--- config.mk ---
export PLATFORM = sky130hd
export DESIGN_NAME = dis_cell
export DESIGN_NICKNAME = d
export VERILOG_FILES = /design/src/dis_pkg.sv /design/src/dis_cell.sv
export SDC_FILE = /design/constraint.sdc
export NUM_CORES = 1
export LEC_CHECK = 0
export ABC_AREA = 1
export BUFFER_PORTS_ARGS = -buffer_cell sky130_fd_sc_hd__buf_4
export CAP_MARGIN = 20
export CORE_MARGIN = 4
export CORE_UTILIZATION = 30
export DETAILED_ROUTE_END_ITERATION = 8
export SLEW_MARGIN = 0
export SYNTH_ARGS = -nofsm -noshare
export SYNTH_HDL_FRONTEND = slang
export SYNTH_SLANG_ARGS = --single-unit
--- constraint.sdc ---
create_clock -name clk -period 2.05 [get_ports clk]
set_input_delay 0.1025 -clock clk [delete_from_list [all_inputs] [get_ports clk]]
set_output_delay 0.1025 -clock clk [all_outputs]
set_load 0.03 [all_outputs]
--- src/dis_pkg.sv ---
// dis_pkg: shared types and constants for the disjoint interval set.
// No dependencies; imported by dis_cell, disjoint_interval_set_top and the testbench.
`default_nettype none

package dis_pkg;

  localparam int MAX_INTERVALS_DEF = 32;
  localparam int VALUE_WIDTH_DEF   = 32;

  localparam logic CMD_ADD  = 1'b0;
  localparam logic CMD_DUMP = 1'b1;

  // Compare results latched by each cell for the current add value.
  typedef struct packed {
    logic le;   // valid and start <= value
    logic cov;  // end >= value
    logic jl;   // end + 1 == value
    logic jr;   // start - 1 == value
  } cell_flag_t;

  // Update command from the chain controller to one cell.
  typedef struct packed {
    logic shift_left;   // take the right-hand neighbor's entry
    logic shift_right;  // take the left-hand neighbor's entry
    logic load_new;     // become [value, value]
    logic set_hi_v;     // end := value
    logic set_hi_nb;    // end := right-hand neighbor's end
    logic set_lo_v;     // start := value
  } cell_cmd_t;

endpackage

`default_nettype wire

--- src/dis_cell.sv ---
// dis_cell: one entry of the sorted interval chain with its local compares.
// Depends on dis_pkg (cell_flag_t, cell_cmd_t).
`default_nettype none

module dis_cell #(
  parameter int VALUE_WIDTH = 32
) (
  input  wire                          clk,
  input  wire                          rst_n,
  input  wire                          cmp_en,
  input  wire  [VALUE_WIDTH-1:0]       cmp_val,
  input  wire  [VALUE_WIDTH-1:0]       upd_val,
  input  dis_pkg::cell_cmd_t           cmd,
  input  wire                          l_vld,
  input  wire  [VALUE_WIDTH-1:0]       l_lo,
  input  wire  [VALUE_WIDTH-1:0]       l_hi,
  input  wire                          r_vld,
  input  wire  [VALUE_WIDTH-1:0]       r_lo,
  input  wire  [VALUE_WIDTH-1:0]       r_hi,
  output logic                         vld,
  output logic [VALUE_WIDTH-1:0]       lo,
  output logic [VALUE_WIDTH-1:0]       hi,
  output dis_pkg::cell_flag_t          flags
);
  import dis_pkg::*;

  localparam int XW = VALUE_WIDTH + 1;
  localparam logic signed [XW-1:0] ONE_X = 1;

  logic                   vld_r, vld_nxt;
  logic [VALUE_WIDTH-1:0] lo_r, lo_nxt, hi_r, hi_nxt;
  cell_flag_t             flags_r, flags_nxt;
  logic signed [XW-1:0]   v_x, lo_x, hi_x;

  // one bit wider so that end + 1 and start - 1 never wrap
  assign v_x  = {cmp_val[VALUE_WIDTH-1], cmp_val};
  assign lo_x = {lo_r[VALUE_WIDTH-1], lo_r};
  assign hi_x = {hi_r[VALUE_WIDTH-1], hi_r};

  always_comb begin
    flags_nxt = flags_r;
    if (cmp_en) begin
      flags_nxt.le  = vld_r && (lo_x <= v_x);
      flags_nxt.cov = (hi_x >= v_x);
      flags_nxt.jl  = ((hi_x + ONE_X) == v_x);
      flags_nxt.jr  = ((lo_x - ONE_X) == v_x);
    end
  end

  always_comb begin
    vld_nxt = vld_r;
    lo_nxt  = lo_r;
    hi_nxt  = hi_r;
    if (cmd.shift_left) begin
      vld_nxt = r_vld;
      lo_nxt  = r_lo;
      hi_nxt  = r_hi;
    end else if (cmd.shift_right) begin
      vld_nxt = l_vld;
      lo_nxt  = l_lo;
      hi_nxt  = l_hi;
    end else if (cmd.load_new) begin
      vld_nxt = 1'b1;
      lo_nxt  = upd_val;
      hi_nxt  = upd_val;
    end else begin
      if (cmd.set_hi_v)  hi_nxt = upd_val;
      if (cmd.set_hi_nb) hi_nxt = r_hi;
      if (cmd.set_lo_v)  lo_nxt = upd_val;
    end
  end

  always_ff @(posedge clk) begin
    if (!rst_n) begin
      vld_r   <= 1'b0;
      flags_r <= '0;
    end else begin
      vld_r   <= vld_nxt;
      flags_r <= flags_nxt;
    end
  end

  always_ff @(posedge clk) begin
    lo_r <= lo_nxt;
    hi_r <= hi_nxt;
  end

  assign vld   = vld_r;
  assign lo    = lo_r;
  assign hi    = hi_r;
  assign flags = flags_r;

endmodule

`default_nettype wire

* Word level (Yosys, flattened, before mapping)
Index checks and enable logic that the tools add are counted.
** Operators by class
- Add/sub/neg operators :: 2
- Order comparisons :: 2
- Equal/unequal tests :: 2
- Multiplexer cells :: 12
- Reductions and logical operators :: 4
** Operators by type and width (number)
- 32-bit two-way mux :: 9
- 33-bit by 32-bit == test with 1-bit output :: 2
- 32-bit by 2-bit adder with 33-bit output, second input constant :: 1
- 32-bit by 2-bit subtractor with 33-bit output, second input constant :: 1
- 32-bit >= comparator :: 1
- 32-bit less-or-equal comparator :: 1
- 5-bit nonzero test :: 1
- 4-bit nonzero test :: 1
- 1-bit two-way mux :: 3
- 3-bit nonzero test :: 1
- 1-bit logical AND :: 1
** Word-level totals
- Flip-flop bits (word level) :: 69
- Bits of input ports :: 203
- Output and inout port bits :: 69
- Word-level logic and storage cells :: 29

* Depth between registers and ports, before layout
Gate-level depths: netlist of run 1.
- Word-level depth :: 5
- Mapped depth :: 17
- Depth with buffers taken out :: 17

* Worst setup path before layout of run 1
Ideal clock, no wire load.
- Kind :: register -> register
- Start point :: register lo_r[0] (netlist: lo[0])
- End point :: register flags_r, in the netlist flags[0]
- Setup time :: 0.070 ns
- Data arrival time :: 1.945 ns
- Data required time :: 1.980 ns
- Slack :: 0.036 ns
- Cell stages (with the launch flop) :: 17
- Buffers on the path :: 0
- Clock period less this slack :: 2.014 ns
- Cells stage by stage :: edfxtp_1 inv_1 ha_1 inv_1 nor2_1 nand3_1 nor2_4 nand2_1 nand2_1 nand2_1 nor2_1 nand2_1 nor2_1 nand2_1 nor2_1 nand3_1 a21oi_1
** Between the ends
- Longest elaborated chain between the ends :: 2
** Ends and longest elaborated chain
- start, declared :: RTL line dis_cell.sv:31 : logic [VALUE_WIDTH-1:0] lo_r, lo_nxt, hi_r, hi_nxt;
- start signal, assigned :: RTL line dis_cell.sv:84 : lo_r <= lo_nxt;
- 32-bit by 2-bit subtractor with 33-bit output :: RTL line dis_cell.sv:46 : flags_nxt.jr = ((lo_x - ONE_X) == v_x);
- 33-bit by 32-bit == test with 1-bit output :: RTL line dis_cell.sv:46
- end signal, assigned :: RTL line dis_cell.sv:79 : flags_r <= flags_nxt;
- end, declared :: RTL line dis_cell.sv:32 : cell_flag_t flags_r, flags_nxt;
No other way between the ends.
A chain may end at the register's enable or synchronous reset.

* Worst setup path in the final report of run 1
- Start point :: register lo_r[5] (netlist: lo[5])
- End point :: register flags_r, in the netlist flags[0]
The elaborated chain is that of the path after synthesis.

==> summary.txt, run 1 <==
Clock tree
  • Cts hold-fix bufs: 0
  • Root Buffer: clkbuf_16
  • CTS H-Tree Depth: 3
  • Worst-Skew Late Latency: 0.34 ns
  • Longest Clk Path Bufs: 2
  • Clock transition at the register clock pins on the worst setup and hold paths after CTS: 0.06 ns
  • Clock sinks: 69
  • Cts bufs inserted: 9
  • CTS tree: done

Global routing
  • GR Util All Layers: 22.2%
  • Vias in the first global route: 8918
  • First-pass GRT wire length: 50000 um
  • Largest net degree at the start of global routing: 66
  • GR Overflow Total: 0
  • Initial antenna violation count: 1

STA
  • Rel. slew slack: 53.2%
  • RSZ-0062 raised after global routing: yes
  • Max-slew violations: 0
  • Final worst path period need: 2.04 ns
  • Final setup vio count: 0
  • Fin crit share: 99.5%
  • Clk_skew: 0.00823 ns
  • Final Hold Viols: 0
  • Actual slew at the worst max-slew pin: 0.701 ns
  • Worst Hold Slack: 0.0559 ns
  • Max Clk Rate: 0.490 GHz

Power
  • Max VDD drop: 0.000354 V
  • Share of power burned in registers: 31.3%
  • Power per Cell Area: 547 mW/mm2
  • Logic gate share of total power: 44.8%
  • Clk pwr share: 23.9%
  • Leakage: 5.53 nW
  • Psw: 0.00248 W
  • P_int: 0.00379 W
  • Switching Fraction: 39.6%

Route
  • Wirelength, routed: 33600 um
  • Final ANT Viol Nets: 0
  • TritonRoute pass-1 iters: 5
  • Via density: 4.95
  • Vias: 9198
  • WL/cell: 18.0 um
  • Residual DRC: 0
  • Detailed Route Iter0 Violations: 518

Yosys
  • Sequential area share after synthesis: 25.4%
  • Mapped Cells: 1178
  • Main flop type after synthesis: edfxtp_1
  • Post-synthesis register bit count: 69
  • Post-Syn Nets: 1447
  • Cell area after synthesis: 0.00797 mm2
  • Post-synthesis average cell area: 6.77 um2
  • Asr flop ratio synth: 0%
  • Post-synth cell types: 39
  • Share of the synthesized area in the top cell type: 24.1%
  • Largest cells by area after synthesis: edfxtp_1 24%, nand2_1 15%, ha_1 10%, nand3_1 6.6%, o211ai_1 6.3%
  • Dominant cell type by area after synthesis: edfxtp_1
  • Yosys warns: 0
  • Post-synth EDFFs: 64

Worst setup path
  • Nature of the critical path startpoint: register
  • Worst EP required: 2.33 ns
  • Reg2reg setup slack: 0.01 ns
  • Slowest cell on crit path: edfxtp_1
  • Crit end category: register
  • Worst EP arrival: 2.32 ns
  • Max FO, Critical Path: 6
  • Crit-path max cell delay: 0.56 ns
  • Crit-path cells: nor2_4 > nand2_2 > nor2_4 > nand2_2 > nor2_2 > xor2_1 > nand2_1 > nor2_1 > nand2_1 > nor2_1 > nand3_1 > a21oi_2
  • Worst setup path class: register to register

Job
  • MaxCap Viol Count: 0

Floorplanning
  • # IOs: 272
  • Chip width: 171 um
  • Area of the die: 0.0292 mm2
  • Die Height: 171 um
  • Core Rows: 59
  • Initial Utilization: 30.5%
  • Core Footprint: 0.0261 mm2

Finish
  • Reg area: 0.00202 mm2
  • Area of the multi-input gates: 0.00549 mm2
  • Layout Nets: 1789
  • # diodes: 0
  • Number of cells in the finished layout apart from fillers: 1860
  • Share of cells above drive strength 1: 30.1%
  • Fill cell count: 2734
  • Area grow syn2layout: 44.0%

Placed design
  • Dpl hpwl: 28200 um
  • Number of placed instances, taps included: 1810
  • Gp weighted congestion: 0.959
  • Port Buffer Count: 271

Worst hold path
  • Hold/Removal Path Class: primary input to register

Outcome
  • Status: finished, final reports clean
[layer usage]
layer	global-route usage, %	share of wire, %
met5	0	0
met4	5.17	1.6
met3	3.88	6.3
met2	35.9	46
met1	31.0	46
[final timing paths]
check                 from  cells past startpoint  endpoint
setup / recovery     lo[5]                     12  flags[0]
hold reg to reg   flags[3]                      2  flags[3]
hold / removal       rst_n                      3  flags[2]
setup reg to reg     lo[5]                     12  flags[0]
[cell usage in the layout (no fill, tap or decap), types with 2 or more instances in the layout]
cell type and n:
clkinvlp_4 2, nor4_1 3, nand2_4 5, o21bai_1 4, o22ai_1 2, nand2_1 321, nand3_2 4, nor2_2 19
a21oi_2 2, clkbuf_16 9, edfxtp_1 64, o211ai_1 67, nor3_1 6, a21oi_1 31, dfxtp_1 5, nand2_2 12
o21a_1 2, o21ai_0 47, ha_4 3, nor2_1 111, nor2_4 18, xnor2_1 29, inv_1 120, xor2_1 40
nand3_1 102, a31oi_1 3, nand3b_1 11, and2_1 4, buf_4 362, inv_2 7, clkinv_2 4, buf_12 3
o21ai_1 3, ha_1 62, nand4_1 25
[power groups by stage]
stage	sequential [W]	clock, W	combinational (W)
after floorplan	0.00223	0	0.00118
after global placement	0.00200	0	0.00262
after global routing	0.00198	0.00161	0.00309
final	0.00196	0.00150	0.00281
after CTS	0.00197	0.00154	0.00272
after detailed placement	0.00200	0	0.00264
[area by class of cell]
| type | count | area share, % |
|---|---|---|
| clock inverter | 6 | 0.338 |
| inverter | 128 | 4.20 |
| sequential | 69 | 17.6 |
| timing repair buffer | 366 | 24.3 |
| clock buffer | 10 | 2.08 |
| tap | 335 | 3.65 |
| multi-input combinational | 946 | 47.8 |
[synth_stat cells, drive strengths merged (2+ instances only)]
cell	number
dfxtp	5
or2	2
o22ai	2
a31oi	3
nand3	106
nor3	6
o21ai	51
a21oi	33
nor4	4
clkbuf	30
buf	5
nor2	148
xor2	40
xnor2	29
and2	5
o21a	2
ha	66
o211ai	67
nand3b	11
nand2	338
nand4	26
o21bai	4
inv	127
edfxtp	64
[critical path, delay by kind of cell, from the launching register on]
kind                      cells  cell delay (ns)
and+or+nand+nor              10             1.16
xor gates and xnor gates      1             0.15
AOI/OAI and AO/OA             1             0.11
DFF                           1             0.56
[flip-flops by register name (all words and copies together), names as in the netlist]
register and cells:
hi 32, lo 32, flags 4, vld 1
[through the flow]
stage,util [%],power [W],setup WS (ns),instance area (um2),TNS (ns)
after floorplan,-,0.00341,0.0357,7970,0
after global placement,41.3,0.00462,-0.0611,10800,-0.0726
after detailed placement,41.3,0.00464,-0.128,10800,-0.152
after CTS,42.9,0.00623,-0.0489,11200,-0.0489
after global routing,43.9,0.00668,-0.173,11500,-0.398
final,43.9,0.00628,0.00983,11500,0
[cells by family after synthesis]
logic type                 synth area share (%)
buffers and inverters                      7.69
adders and majority gates                  10.4
and+or+nand+nor                            36.1
AOI/OAI and AO/OA                          12.9
DFF                                        25.4
xor gates and xnor gates                   7.58
[what timing repair did]
item / in CTS / in global routing
endpoints found under the setup margin: 4 / 4
buffers inserted: 12 / 22
cloned: 0 / 0
resized for setup: 15 / 28
pin swaps: 20 / 29
Note: power is estimated with default switching activity, not from simulation.
==> run 2: changes to the inputs <==
Settings changed: GPL_TIMING_DRIVEN set to 0.
==> run 2 against run 1 <==
Effect of this change:
- the run now ends with setup timing left
- global-route usage rose by 0.45 points
- critical path depth rose by 3
- fmax fell by 2.9%
- sequential share of layout area barely moved
- clock skew rose by 0.00073 ns
- wire length rose by 3.4%
- core utilization rose by 0.086 points
==> summary.txt, run 2 (synthesized netlist as in run 1, its figures left out) <==
Clock tree
  • Clock transition at the register clock pins on the worst setup and hold paths after CTS: 0.06 ns (about the same)
  • CTS H-Tree Depth: 3 (unchanged)
  • Cts bufs inserted: 9 (unchanged)
  • Clock sinks: 69 (unchanged)
  • Longest Clk Path Bufs: 2 (unchanged)
  • Worst-Skew Late Latency: 0.34 ns (about the same)
  • CTS tree: done
  • Cts hold-fix bufs: 0 (unchanged)
  • Root Buffer: clkbuf_16

STA
  • Clk_skew: 0.00896 ns (+0.000727 ns)
  • Final setup vio count: 3 (+3)
  • Max-slew violations: 0 (unchanged)
  • Final Hold Viols: 0 (unchanged)
  • Max Clk Rate: 0.476 GHz (-2.9%)
  • Rel. slew slack: 57.6% (+4.3 points)
  • RSZ-0062 raised after global routing: yes
  • Actual slew at the worst max-slew pin: 0.636 ns (-0.0651 ns)
  • Slack of the critical path: -0.0512 ns (-0.0611 ns)
  • Final worst path period need: 2.10 ns (+0.0611 ns)
  • Fin crit share: 102% (+3.0 points)

Worst setup path
  • Reg2reg setup slack: -0.05 ns (-0.06 ns)
  • Worst R2R End: flags[0]
  • Worst setup path class: register to register
  • Crit end category: register
  • Worst-case reg-to-reg path depth: 15 (+3)
  • Crit Reg-Reg Startpoint: lo[1]
  • Nature of the critical path startpoint: register
  • Crit-path max cell delay: 0.42 ns (-0.14 ns)
  • Crit-path leading delay family: simple AND/OR/NAND/NOR gates
  • Critical Path End: flags[0]
  • Critical Path Source: lo[1]
  • Max FO, Critical Path: 2 (-4)
  • Worst EP required: 2.32 ns (about the same)
  • Critical path depth: 15 (+3)
  • Worst EP arrival: 2.37 ns (+0.05 ns)
  • Worst path bufs/invs: 1 (+1)
  • Crit-path cells: inv_1 > ha_2 > nand2_2 > nand3_2 > nor2_2 > nand2_1 > nor2_2 > nand3_2 > nor2_1 > nand2_1 > nor2_1 > nand2_1 > nor2_2 > nand3_2 > a21oi_2
  • Slowest cell on crit path: edfxtp_1

Outcome
  • Failing checks: setup timing
  • Status: finished, violations left

Global routing
  • GR Util All Layers: 22.7% (+0.45 points)
  • First-pass GRT wire length: 50900 um (+1.8%)
  • Largest net degree at the start of global routing: 33 (-50%)
  • Initial antenna violation count: 1 (unchanged)
  • GR Overflow Total: 0 (unchanged)
  • Vias in the first global route: 8958 (+0.45%)

Route
  • WL/cell: 18.7 um (+3.6%)
  • TritonRoute pass-1 iters: 5 (unchanged)
  • Via density: 4.96 (+0.30%)
  • Wirelength, routed: 34700 um (+3.4%)
  • Final ANT Viol Nets: 0 (unchanged)
  • Residual DRC: 0 (unchanged)
  • Detailed Route Iter0 Violations: 469 (-9.5%)
  • Vias: 9206 (+0.087%)

Finish
  • # diodes: 0 (unchanged)
  • Most frequent cells in the layout: 319 x buf_4, 314 x nand2_1, 120 x inv_1
  • Number of cells in the finished layout apart from fillers: 1856 (-0.22%)
  • Share of cells above drive strength 1: 28.9% (-1.2 points)
  • Design area: 0.0115 mm2 (+0.20%)
  • Area grow syn2layout: 44.3%
  • Most common cell after layout, fill and taps aside: buf_4
  • Layout Nets: 1785 (-0.22%)
  • Final core occ: 44.0% (+0.086 points)

Floorplanning
  • Core Footprint: 0.0261 mm2 (unchanged)
  • Die Height: 171 um (unchanged)
  • Initial Utilization: 30.5% (unchanged)
  • Chip width: 171 um (unchanged)
  • # IOs: 272 (unchanged)
  • Core Rows: 59 (unchanged)
  • Area of the die: 0.0292 mm2 (unchanged)

Power
  • Clk pwr share: 24.1% (+0.2 points)
  • Max VDD drop: 0.000319 V (-10%)
  • Share of power burned in registers: 32.3% (+1.0 points)
  • Power per Cell Area: 550 mW/mm2 (+0.58%)
  • Logic gate share of total power: 43.5% (-1.3 points)
  • Leakage: 5.42 nW (-1.9%)
  • P_int: 0.00386 W (+1.8%)
  • Switching Fraction: 39.0% (-0.60 points)
  • Psw: 0.00247 W (-0.75%)

Placed design
  • Number of placed instances, taps included: 1784 (-1.4%)
  • Gp weighted congestion: 0.938 (-2.2%)
  • Dpl hpwl: 29400 um (+4.3%)
  • Post-placement cell area: 0.0104 mm2 (-3.2%)
  • Port Buffer Count: 270 (-0.37%)

Job
  • MaxCap Viol Count: 0 (unchanged)

Worst hold path
  • Hold/Removal Path Class: primary input to register
## run 2: routing by layer
metal / wire length [um] / vias up / global-route usage, %
li1: - / 4638 / -
met1: 15400 / 4267 / 29.5
met2: 17000 / 269 / 39.7
met3: 1780 / 30 / 3.86
met4: 495 / 2 / 4.62
met5: 20 / - / 0
## run 2: layout make-up
cell class	instances	area [um2]
inverters	128	482
clock inverters	6	65.1
repair buffers	327	2510
flip-flops and latches	69	2020
fillers	2768	14600
clock buffers	10	229
well taps	335	419
plain buffers	34	128
multi-input cells	947	5640
## run 2: stage by stage
step	setup TNS, ns	setup slack (ns)	hold slack (ns)	power [W]
CTS	-0.192	-0.192	0.0647	0.00614
detailed placement	-40.98	-0.677	0.419	0.00451
floorplan	0	0.0357	0.241	0.00341
global route	-0.577	-0.229	0.0802	0.00671
finish	-0.122	-0.0512	0.0820	0.00633
global placement	-69.23	-1.11	0.413	0.00448
## run 2: power groups by stage
stage          combinational (W)  sequential, W  clock [W]
6_report                 0.00275        0.00204    0.00153
5_1_grt                  0.00302        0.00206    0.00162
4_1_cts                  0.00252        0.00205    0.00157
3_5_place_dp             0.00241        0.00210          0
3_3_place_gp             0.00238        0.00210          0
2_1_floorplan            0.00118        0.00223          0
## run 2: what timing repair did
item | 4_1_cts | 5_1_grt
pin swaps | 17 | 43
setup buffers | 18 | 38
resized for setup | 17 | 62
gates cloned | 1 | 0
endpoints found under the setup margin | 68 | 10
## run 2: worst min path at each step
stage                  from  slack (ns)       end  depth (start not counted)
finish              r_lo[6]        0.08     lo[6]                          3
global route        r_hi[0]        0.08     hi[0]                          3
CTS                 r_lo[6]        0.06     lo[6]                          3
detailed placement  r_lo[6]        0.42     lo[6]                          3
global placement    r_lo[6]        0.41     lo[6]                          3
floorplan             rst_n        0.24  flags[2]                          2
## run 2: worst min-delay path, cell delays in order
cell      delay (ns)
buf_4           0.08
nand2_1         0.04
o211ai_1        0.08
